$ cat config.mk
export PLATFORM = sky130hd
export DESIGN_NAME = segment_box_collision_bisect
export DESIGN_NICKNAME = d
export VERILOG_FILES = /design/src/sv/segbox_pkg.sv /design/src/sv/segbox_ram.sv /design/src/sv/segbox_classify.sv /design/src/sv/segment_box_collision_bisect.sv
export SDC_FILE = /design/constraint.sdc
export NUM_CORES = 2
export LEC_CHECK = 0
export BUFFER_PORTS_ARGS = -buffer_cell sky130_fd_sc_hd__buf_4
export CORE_ASPECT_RATIO = 0.6
export CORE_MARGIN = 2
export CORE_UTILIZATION = 55
export DETAILED_ROUTE_END_ITERATION = 12
export GPL_TIMING_DRIVEN = 0
export PLACE_DENSITY = 0.71
export SLEW_MARGIN = 20
export SYNTH_ARGS = -nofsm -noshare
export SYNTH_HDL_FRONTEND = slang
export SYNTH_SLANG_ARGS = --single-unit
$ cat constraint.sdc
create_clock -name clock -period 13.4 [get_ports clock]
set_input_delay 0 -clock clock [delete_from_list [all_inputs] [get_ports clock]]
set_output_delay 0 -clock clock [all_outputs]
set_load 0.01 [all_outputs]
$ cat src/sv/segbox_pkg.sv
// Shared constants and types for the segment versus box bisection test.
package segbox_pkg;

   // Default sizes
   localparam int COORD_BITS_DEF  = 16;
   localparam int STACK_DEPTH_DEF = 32;

   // Fixed field widths
   localparam int EXTENT_BITS  = 16;
   localparam int CSR_ADDR_BITS = 3;
   localparam int RSP_BITS     = 8;

   // Smallest usable split limit
   localparam logic [EXTENT_BITS-1:0] EXTENT_FLOOR = EXTENT_BITS'(2);
   localparam logic [EXTENT_BITS-1:0] EXTENT_RESET = EXTENT_BITS'(2);

   // Register indexes of the configuration port
   typedef enum logic [CSR_ADDR_BITS-1:0] {
      CSR_BOX_MIN_X  = 3'd0,
      CSR_BOX_MIN_Y  = 3'd1,
      CSR_BOX_MAX_X  = 3'd2,
      CSR_BOX_MAX_Y  = 3'd3,
      CSR_MIN_EXTENT = 3'd4
   } csr_idx_type;

   // Bit positions in the result tdata
   localparam int RSP_HIT_BIT     = 0;
   localparam int RSP_INVALID_BIT = 1;

   // Outcome of one axis interval check
   typedef enum logic [1:0] {
      AXIS_DISJOINT = 2'd0,
      AXIS_INSIDE   = 2'd1,
      AXIS_OVERLAP  = 2'd2
   } axis_type;

   // Outcome of one piece classification
   typedef enum logic [1:0] {
      PIECE_MISS  = 2'd0,
      PIECE_HIT   = 2'd1,
      PIECE_SPLIT = 2'd2
   } piece_class_type;

   // Sequencer states
   typedef enum logic [3:0] {
      ST_IDLE     = 4'b0001,
      ST_CLASSIFY = 4'b0010,
      ST_POP      = 4'b0100,
      ST_FINISH   = 4'b1000
   } state_type;

endpackage

$ cat src/sv/segbox_ram.sv
// Generic single-port-write, single-port-read RAM with registered read data.
module segbox_ram #(
   parameter int WIDTH = 64,
   parameter int DEPTH = 32
) (
   input  logic                     clock,
   input  logic                     we,
   input  logic [$clog2(DEPTH)-1:0] waddr,
   input  logic [WIDTH-1:0]         wdata,
   input  logic [$clog2(DEPTH)-1:0] raddr,
   output logic [WIDTH-1:0]         rdata
);

   logic [WIDTH-1:0] mem [DEPTH];
   logic [WIDTH-1:0] rdata_ff;

   // Write port and registered read port
   always_ff @(posedge clock) begin
      if (we) begin
         mem[waddr] <= wdata;
      end
      rdata_ff <= mem[raddr];
   end

   assign rdata = rdata_ff;

endmodule

$ cat src/sv/segbox_classify.sv
// Classifies one segment piece against the box and computes its midpoint.
module segbox_classify #(
   parameter int COORD_BITS = segbox_pkg::COORD_BITS_DEF
) (
   input  logic signed [COORD_BITS-1:0]       ax,
   input  logic signed [COORD_BITS-1:0]       ay,
   input  logic signed [COORD_BITS-1:0]       bx,
   input  logic signed [COORD_BITS-1:0]       by,
   input  logic signed [COORD_BITS-1:0]       box_min_x,
   input  logic signed [COORD_BITS-1:0]       box_min_y,
   input  logic signed [COORD_BITS-1:0]       box_max_x,
   input  logic signed [COORD_BITS-1:0]       box_max_y,
   input  logic [segbox_pkg::EXTENT_BITS-1:0] min_extent,
   output segbox_pkg::piece_class_type        piece_class,
   output logic signed [COORD_BITS-1:0]       mid_x,
   output logic signed [COORD_BITS-1:0]       mid_y
);
   import segbox_pkg::*;

   localparam int CMP_BITS = (COORD_BITS > EXTENT_BITS) ? COORD_BITS : EXTENT_BITS;

   // Interval of a piece on one axis against the box interval
   function automatic axis_type axis_check(
      input logic signed [COORD_BITS-1:0] a,
      input logic signed [COORD_BITS-1:0] b,
      input logic signed [COORD_BITS-1:0] lo_box,
      input logic signed [COORD_BITS-1:0] hi_box
   );
      logic signed [COORD_BITS-1:0] lo;
      logic signed [COORD_BITS-1:0] hi;
      axis_type res;
      lo = (a < b) ? a : b;
      hi = (a < b) ? b : a;
      if (hi < lo_box || hi_box < lo) begin
         res = AXIS_DISJOINT;
      end else if (lo_box <= lo && hi <= hi_box) begin
         res = AXIS_INSIDE;
      end else begin
         res = AXIS_OVERLAP;
      end
      return res;
   endfunction

   // Absolute difference, always fits unsigned in COORD_BITS
   function automatic logic [COORD_BITS-1:0] abs_diff(
      input logic signed [COORD_BITS-1:0] a,
      input logic signed [COORD_BITS-1:0] b
   );
      logic signed [COORD_BITS:0] d;
      d = (a > b) ? ({a[COORD_BITS-1], a} - {b[COORD_BITS-1], b})
                  : ({b[COORD_BITS-1], b} - {a[COORD_BITS-1], a});
      return d[COORD_BITS-1:0];
   endfunction

   axis_type                    cx;
   axis_type                    cy;
   logic [COORD_BITS-1:0]       len_x;
   logic [COORD_BITS-1:0]       len_y;
   logic [COORD_BITS-1:0]       len;
   logic [EXTENT_BITS-1:0]      lim;
   logic signed [COORD_BITS:0]  sum_x;
   logic signed [COORD_BITS:0]  sum_y;

   // Axis checks and longest side
   always_comb begin
      cx    = axis_check(ax, bx, box_min_x, box_max_x);
      cy    = axis_check(ay, by, box_min_y, box_max_y);
      len_x = abs_diff(ax, bx);
      len_y = abs_diff(ay, by);
      len   = (len_x > len_y) ? len_x : len_y;
      lim   = (min_extent < EXTENT_FLOOR) ? EXTENT_FLOOR : min_extent;
   end

   // Decision
   always_comb begin
      if (cx == AXIS_DISJOINT || cy == AXIS_DISJOINT) begin
         piece_class = PIECE_MISS;
      end else if (cx == AXIS_INSIDE && cy == AXIS_INSIDE) begin
         piece_class = PIECE_HIT;
      end else if (CMP_BITS'(len) < CMP_BITS'(lim)) begin
         piece_class = PIECE_HIT;
      end else begin
         piece_class = PIECE_SPLIT;
      end
   end

   // Floor of half the endpoint sum
   assign sum_x = {ax[COORD_BITS-1], ax} + {bx[COORD_BITS-1], bx};
   assign sum_y = {ay[COORD_BITS-1], ay} + {by[COORD_BITS-1], by};
   assign mid_x = sum_x[COORD_BITS:1];
   assign mid_y = sum_y[COORD_BITS:1];

endmodule

$ cat src/sv/segment_box_collision_bisect.sv
// After acceptance each piece is classified in turn, and each stack pop reads the piece
// stack RAM, before the result is loaded into the registered rsp_tvalid output.
// Throughput: one segment at a time; the next is taken once the result is registered.
// The loop is set by the single classifier and the registered read of the piece stack RAM.
// An invalid box skips classification and goes straight to the finish state.
// Reset (synchronous, active high) clears control state and sets the box to zero and
// min_extent to 2; the stack RAM needs no clearing since every entry is written first.
module segment_box_collision_bisect #(
   parameter int COORD_BITS  = segbox_pkg::COORD_BITS_DEF,
   parameter int STACK_DEPTH = segbox_pkg::STACK_DEPTH_DEF
) (
   input  logic clock,
   input  logic reset,
   // fields from bit 0: start_x, start_y, end_x, end_y (COORD_BITS each, signed)
   input  logic [((4*COORD_BITS+7)/8)*8-1:0]     req_tdata,
   input  logic                                  req_tvalid,
   output logic                                  req_tready,
   // fields from bit 0: hit, box_invalid
   output logic [segbox_pkg::RSP_BITS-1:0]       rsp_tdata,
   output logic                                  rsp_tvalid,
   input  logic                                  rsp_tready,
   input  logic                                  csr_we,
   input  logic [segbox_pkg::CSR_ADDR_BITS-1:0]  csr_addr,
   input  logic [((COORD_BITS > segbox_pkg::EXTENT_BITS) ? COORD_BITS
                  : segbox_pkg::EXTENT_BITS)-1:0] csr_wdata
);
   import segbox_pkg::*;

   localparam int PIECE_BITS = 4 * COORD_BITS;
   localparam int ADDR_BITS  = $clog2(STACK_DEPTH);
   localparam int LVL_BITS   = $clog2(STACK_DEPTH + 1);
   localparam logic [LVL_BITS-1:0] LVL_FULL = LVL_BITS'(STACK_DEPTH);

   // Configuration registers
   logic signed [COORD_BITS-1:0] box_min_x_ff;
   logic signed [COORD_BITS-1:0] box_min_y_ff;
   logic signed [COORD_BITS-1:0] box_max_x_ff;
   logic signed [COORD_BITS-1:0] box_max_y_ff;
   logic [EXTENT_BITS-1:0]       min_extent_ff;

   // Sequencer state
   state_type            state_ff, state_in;
   logic [LVL_BITS-1:0]  lvl_ff, lvl_in;
   logic signed [COORD_BITS-1:0] ax_ff, ay_ff, bx_ff, by_ff;
   logic signed [COORD_BITS-1:0] ax_in, ay_in, bx_in, by_in;
   logic                 res_hit_ff, res_hit_in;
   logic                 res_inv_ff, res_inv_in;
   logic                 rsp_valid_ff, rsp_valid_in;
   logic                 out_hit_ff, out_hit_in;
   logic                 out_inv_ff, out_inv_in;

   // Stack RAM signals
   logic                  ram_we;
   logic [ADDR_BITS-1:0]  ram_waddr;
   logic [PIECE_BITS-1:0] ram_wdata;
   logic [ADDR_BITS-1:0]  ram_raddr;
   logic [PIECE_BITS-1:0] ram_rdata;

   // Classifier signals
   piece_class_type              piece_class;
   logic signed [COORD_BITS-1:0] mid_x;
   logic signed [COORD_BITS-1:0] mid_y;

   logic req_fire;
   logic box_bad;
   logic [LVL_BITS-1:0] lvl_dec;

   // Configuration writes; unknown indexes are dropped
   always_ff @(posedge clock) begin
      if (reset) begin
         box_min_x_ff  <= '0;
         box_min_y_ff  <= '0;
         box_max_x_ff  <= '0;
         box_max_y_ff  <= '0;
         min_extent_ff <= EXTENT_RESET;
      end else if (csr_we) begin
         case (csr_addr)
            CSR_BOX_MIN_X:  box_min_x_ff  <= csr_wdata[COORD_BITS-1:0];
            CSR_BOX_MIN_Y:  box_min_y_ff  <= csr_wdata[COORD_BITS-1:0];
            CSR_BOX_MAX_X:  box_max_x_ff  <= csr_wdata[COORD_BITS-1:0];
            CSR_BOX_MAX_Y:  box_max_y_ff  <= csr_wdata[COORD_BITS-1:0];
            CSR_MIN_EXTENT: min_extent_ff <= csr_wdata[EXTENT_BITS-1:0];
            default: ;
         endcase
      end
   end

   segbox_classify #(
      .COORD_BITS (COORD_BITS)
   ) u_classify (
      .ax          (ax_ff),
      .ay          (ay_ff),
      .bx          (bx_ff),
      .by          (by_ff),
      .box_min_x   (box_min_x_ff),
      .box_min_y   (box_min_y_ff),
      .box_max_x   (box_max_x_ff),
      .box_max_y   (box_max_y_ff),
      .min_extent  (min_extent_ff),
      .piece_class (piece_class),
      .mid_x       (mid_x),
      .mid_y       (mid_y)
   );

   segbox_ram #(
      .WIDTH (PIECE_BITS),
      .DEPTH (STACK_DEPTH)
   ) u_stack (
      .clock (clock),
      .we    (ram_we),
      .waddr (ram_waddr),
      .wdata (ram_wdata),
      .raddr (ram_raddr),
      .rdata (ram_rdata)
   );

   assign req_tready = (state_ff == ST_IDLE);
   assign req_fire   = req_tvalid && req_tready;
   assign box_bad    = (box_min_x_ff > box_max_x_ff) || (box_min_y_ff > box_max_y_ff);
   assign lvl_dec    = lvl_ff - LVL_BITS'(1);

   // Stack push writes the second half at the current level
   assign ram_waddr = lvl_ff[ADDR_BITS-1:0];
   assign ram_wdata = {by_ff, bx_ff, mid_y, mid_x};
   assign ram_raddr = lvl_dec[ADDR_BITS-1:0];

   // Sequencer
   always_comb begin
      state_in     = state_ff;
      lvl_in       = lvl_ff;
      ax_in        = ax_ff;
      ay_in        = ay_ff;
      bx_in        = bx_ff;
      by_in        = by_ff;
      res_hit_in   = res_hit_ff;
      res_inv_in   = res_inv_ff;
      rsp_valid_in = rsp_valid_ff && !rsp_tready;
      out_hit_in   = out_hit_ff;
      out_inv_in   = out_inv_ff;
      ram_we       = 1'b0;

      case (state_ff)
         ST_IDLE: begin
            if (req_fire) begin
               ax_in      = req_tdata[COORD_BITS-1:0];
               ay_in      = req_tdata[2*COORD_BITS-1:COORD_BITS];
               bx_in      = req_tdata[3*COORD_BITS-1:2*COORD_BITS];
               by_in      = req_tdata[4*COORD_BITS-1:3*COORD_BITS];
               lvl_in     = '0;
               res_hit_in = 1'b0;
               res_inv_in = box_bad;
               state_in   = box_bad ? ST_FINISH : ST_CLASSIFY;
            end
         end
         ST_CLASSIFY: begin
            case (piece_class)
               PIECE_HIT: begin
                  res_hit_in = 1'b1;
                  state_in   = ST_FINISH;
               end
               PIECE_MISS: begin
                  if (lvl_ff == '0) begin
                     state_in = ST_FINISH;
                  end else begin
                     // read address is lvl_ff - 1, data back next cycle
                     lvl_in   = lvl_dec;
                     state_in = ST_POP;
                  end
               end
               PIECE_SPLIT: begin
                  if (lvl_ff == LVL_FULL) begin
                     // no room to split: counts as a hit
                     res_hit_in = 1'b1;
                     state_in   = ST_FINISH;
                  end else begin
                     ram_we = 1'b1;
                     lvl_in = lvl_ff + LVL_BITS'(1);
                     bx_in  = mid_x;
                     by_in  = mid_y;
                  end
               end
               default: begin
                  state_in = ST_FINISH;
               end
            endcase
         end
         ST_POP: begin
            ax_in    = ram_rdata[COORD_BITS-1:0];
            ay_in    = ram_rdata[2*COORD_BITS-1:COORD_BITS];
            bx_in    = ram_rdata[3*COORD_BITS-1:2*COORD_BITS];
            by_in    = ram_rdata[4*COORD_BITS-1:3*COORD_BITS];
            state_in = ST_CLASSIFY;
         end
         ST_FINISH: begin
            // load the output register once it is free
            if (!rsp_valid_ff || rsp_tready) begin
               rsp_valid_in = 1'b1;
               out_hit_in   = res_hit_ff;
               out_inv_in   = res_inv_ff;
               lvl_in       = '0;
               state_in     = ST_IDLE;
            end
         end
         default: begin
            state_in = ST_IDLE;
         end
      endcase
   end

   // Control registers
   always_ff @(posedge clock) begin
      if (reset) begin
         state_ff     <= ST_IDLE;
         lvl_ff       <= '0;
         rsp_valid_ff <= 1'b0;
      end else begin
         state_ff     <= state_in;
         lvl_ff       <= lvl_in;
         rsp_valid_ff <= rsp_valid_in;
      end
   end

   // Payload registers
   always_ff @(posedge clock) begin
      ax_ff      <= ax_in;
      ay_ff      <= ay_in;
      bx_ff      <= bx_in;
      by_ff      <= by_in;
      res_hit_ff <= res_hit_in;
      res_inv_ff <= res_inv_in;
      out_hit_ff <= out_hit_in;
      out_inv_ff <= out_inv_in;
   end

   // Result item
   always_comb begin
      rsp_tdata                  = '0;
      rsp_tdata[RSP_HIT_BIT]     = out_hit_ff;
      rsp_tdata[RSP_INVALID_BIT] = out_inv_ff;
   end
   assign rsp_tvalid = rsp_valid_ff;

endmodule

==> reports/results.txt <==
Final core utilization - 0.649
Power Density - 246 nW/um2
Worst min-delay path class - input port to flip-flop
EDFF count, synth - 2116
WHS - 0.0310 ns
Worst setup SP type - flip-flop
RD Place Congestion - 0.897
HPWL after detailed placement - 207000 um
Final Max Tran Viols - 0
Routed Antenna Nets - 0
Max cap viols - 0
Relative slew slack - 0.129
Distinct cells, synth - 95
Critical path fanouts, max - 18
Critical Path RT - 13.94 ns
CP most frequent cell - ha_1
Unrepaired setup endpoints after global routing - false
Pin count of the biggest net entering global routing - 38
CP endpoint kind - flip-flop
Final setup viols - 0
Post-Syn Area - 94900 um2
Final Hold Fails - 0
# rows - 118
Area Overhead vs Synth - 17.6%
Die width - 540 um
Initial antenna violation count - 17
Port bufs - 91
Synth top area share - 0.669
Clk Latency, worst-skew pair - 0.88 ns
Vias in the first global route - 52400
Register area share after synthesis - 0.702
Outcome - finished, final reports clean
VDD IR max - 0.245 mV
Worst setup path category - flip-flop to flip-flop
Fin crit period - 11.89 ns
WL/cell - 36.3 um
Clk sink count - 2271
Grt ovf - 0
Dominant synthesized flop cell - edfxtp_1
Seq cells post-synth - 2271
DIE AREA - 176000 um2
Clk slew on worst S/H paths - 0.09 ns
Total clock buffers created by CTS - 201
CTS tree - done
Mapped Cells - 5010
Leading area contributor after synthesis - edfxtp_1
Slowest-stage cell, CP - nor2_4
H-tree Lvls - 4
Bufs on Longest Clock Path - 4
Async set or reset register ratio after synthesis - 0
Least-Margin Pin Slew - 1.31 ns
Die height - 326 um
Synth warnings - 0
Core Region - 172000 um2
Clock root buffer master - clkbuf_16
Worst reg2reg setup slack - 1.51 ns
Drt total wl - 295000 um
Via count - 55100
First-pass GRT wire length - 407000 um
DRT iter0 DRCs - 10500
Vias per std cell - 6.79
Arrival @ worst endpoint - 12.43 ns
Final Skew - 0.0638 ns
Largest stage delay, worst path - 0.71 ns
Final nets - 6065
Design Power - 0.0275 W
First drt pass iteration count - 8
Synthesized area per cell - 18.9 um2
Layout cell share with drive strength beyond 1 - 0.266
Period utilisation layout - 0.887
Most frequent cell after synthesis - edfxtp_1
# IOs - 98
Dominant cells by area after synthesis - edfxtp_1 67%, mux4_2 15%, ha_1 3.8%, dfxtp_1 3.3%, nand2_1 1.3%
Leak - 36.6 nW
Most frequent cells after synthesis - 2116 x edfxtp_1, 640 x mux4_2, 327 x nand2_1, 285 x ha_1, 206 x a21oi_1
Initial Util - 0.552
Remaining routing DRC violations - 0
Max Freq - 84.1 MHz
Total track usage - 0.334
kinds of logic after synthesis:
logic type	Yosys count	synth area share
other	1	0.0000395
adders and majority gates	291	0.0388
and+or+nand+nor	644	0.0314
AOI/OAI and AO/OA	532	0.0358
muxes	773	0.167
DFF	2271	0.702
buffers and inverters	435	0.0187
xor gates and xnor gates	63	0.00581
final timing paths:
| check | startpoint | to | cells past startpoint |
|---|---|---|---|
| worst max-delay path | bx_ff[15] | u_stack.mem[21][60] | 39 |
| worst max register to register | bx_ff[15] | u_stack.mem[21][60] | 39 |
| worst min register to register | res_inv_ff | out_inv_ff | 0 |
| worst min-delay path | req_tdata[43] | bx_ff[11] | 4 |
flip-flops by register name, summed over array words and instances, names as in the netlist:
register	flops
u_stack.mem	2048
u_stack.rdata	64
ax_ff	16
ay_ff	16
box_max_x_ff	16
box_max_y_ff	16
box_min_x_ff	16
box_min_y_ff	16
bx_ff	16
by_ff	16
min_extent_ff	16
lvl_ff	6
state_ff	4
out_hit_ff	1
out_inv_ff	1
res_hit_ff	1
res_inv_ff	1
rsp_tvalid	1
worst max-delay path, delay by kind of cell (launching register included):
kind / cells / cell delay (ns)
DFF: 1 / 0.69
adders and majority gates: 3 / 0.81
muxes: 1 / 0.32
xor gates and xnor gates: 1 / 0.31
AOI/OAI and AO/OA: 13 / 3.28
and+or+nand+nor: 11 / 3.59
buffers and inverters: 10 / 2.48
layout by cell type (no fill, tap or decap), types with 35 or more instances in the layout:
cell,count
a21o_1,39
clkbuf_16,204
dlygate4sd3_1,137
buf_16,90
mux4_2,640
nand2_1,327
dfxtp_1,155
buf_2,47
nor2_1,85
o21ai_0,87
buf_12,69
edfxtp_1,2116
clkbuf_1,181
buf_4,99
buf_6,49
clkbuf_2,53
a21oi_1,206
buf_8,35
inv_1,191
mux2_2,102
ha_1,285
power breakdown:
part           internal (W)  switching (W)
combinational       0.00409        0.00735
clock               0.00308        0.00258
sequential          0.00999       0.000397
per-stage QoR:
stage               setup WS (ns)  cells  setup TNS, ns  cell area [um2]
floorplan                    3.07   5015              0            94900
global placement            -3.85   7386       -7060.15            98500
detailed placement           1.83   7606              0           104000
CTS                          1.76   8101              0           111000
global route                 1.16   8122              0           112000
finish                       1.51   8125              0           112000
routing by layer:
metal / routed length (um) / track usage / vias up
li1: - / - / 21700
met1: 115000 / 0.516 / 28300
met2: 121000 / 0.448 / 4556
met3: 46600 / 0.110 / 634
met4: 11600 / 0.113 / 8
met5: 51 / 0 / -
final cells by class:
class	instances	area (um2)
sequential	2271	66600
clock inverter	72	626
buffer	244	1160
antenna	4	10.0
timing repair buffer	468	6950
fill	11100	60400
tap	2280	2850
multi-input combinational	2309	27100
clock buffer	286	5570
inverter	191	717
what timing repair did:
action                                 CTS  global route
endpoints found under the hold margin  163             0
hold buffers                           137             0
setup buffers                            0             0
gates resized for setup                  0             0
Note: power is estimated with default switching activity, not from simulation.
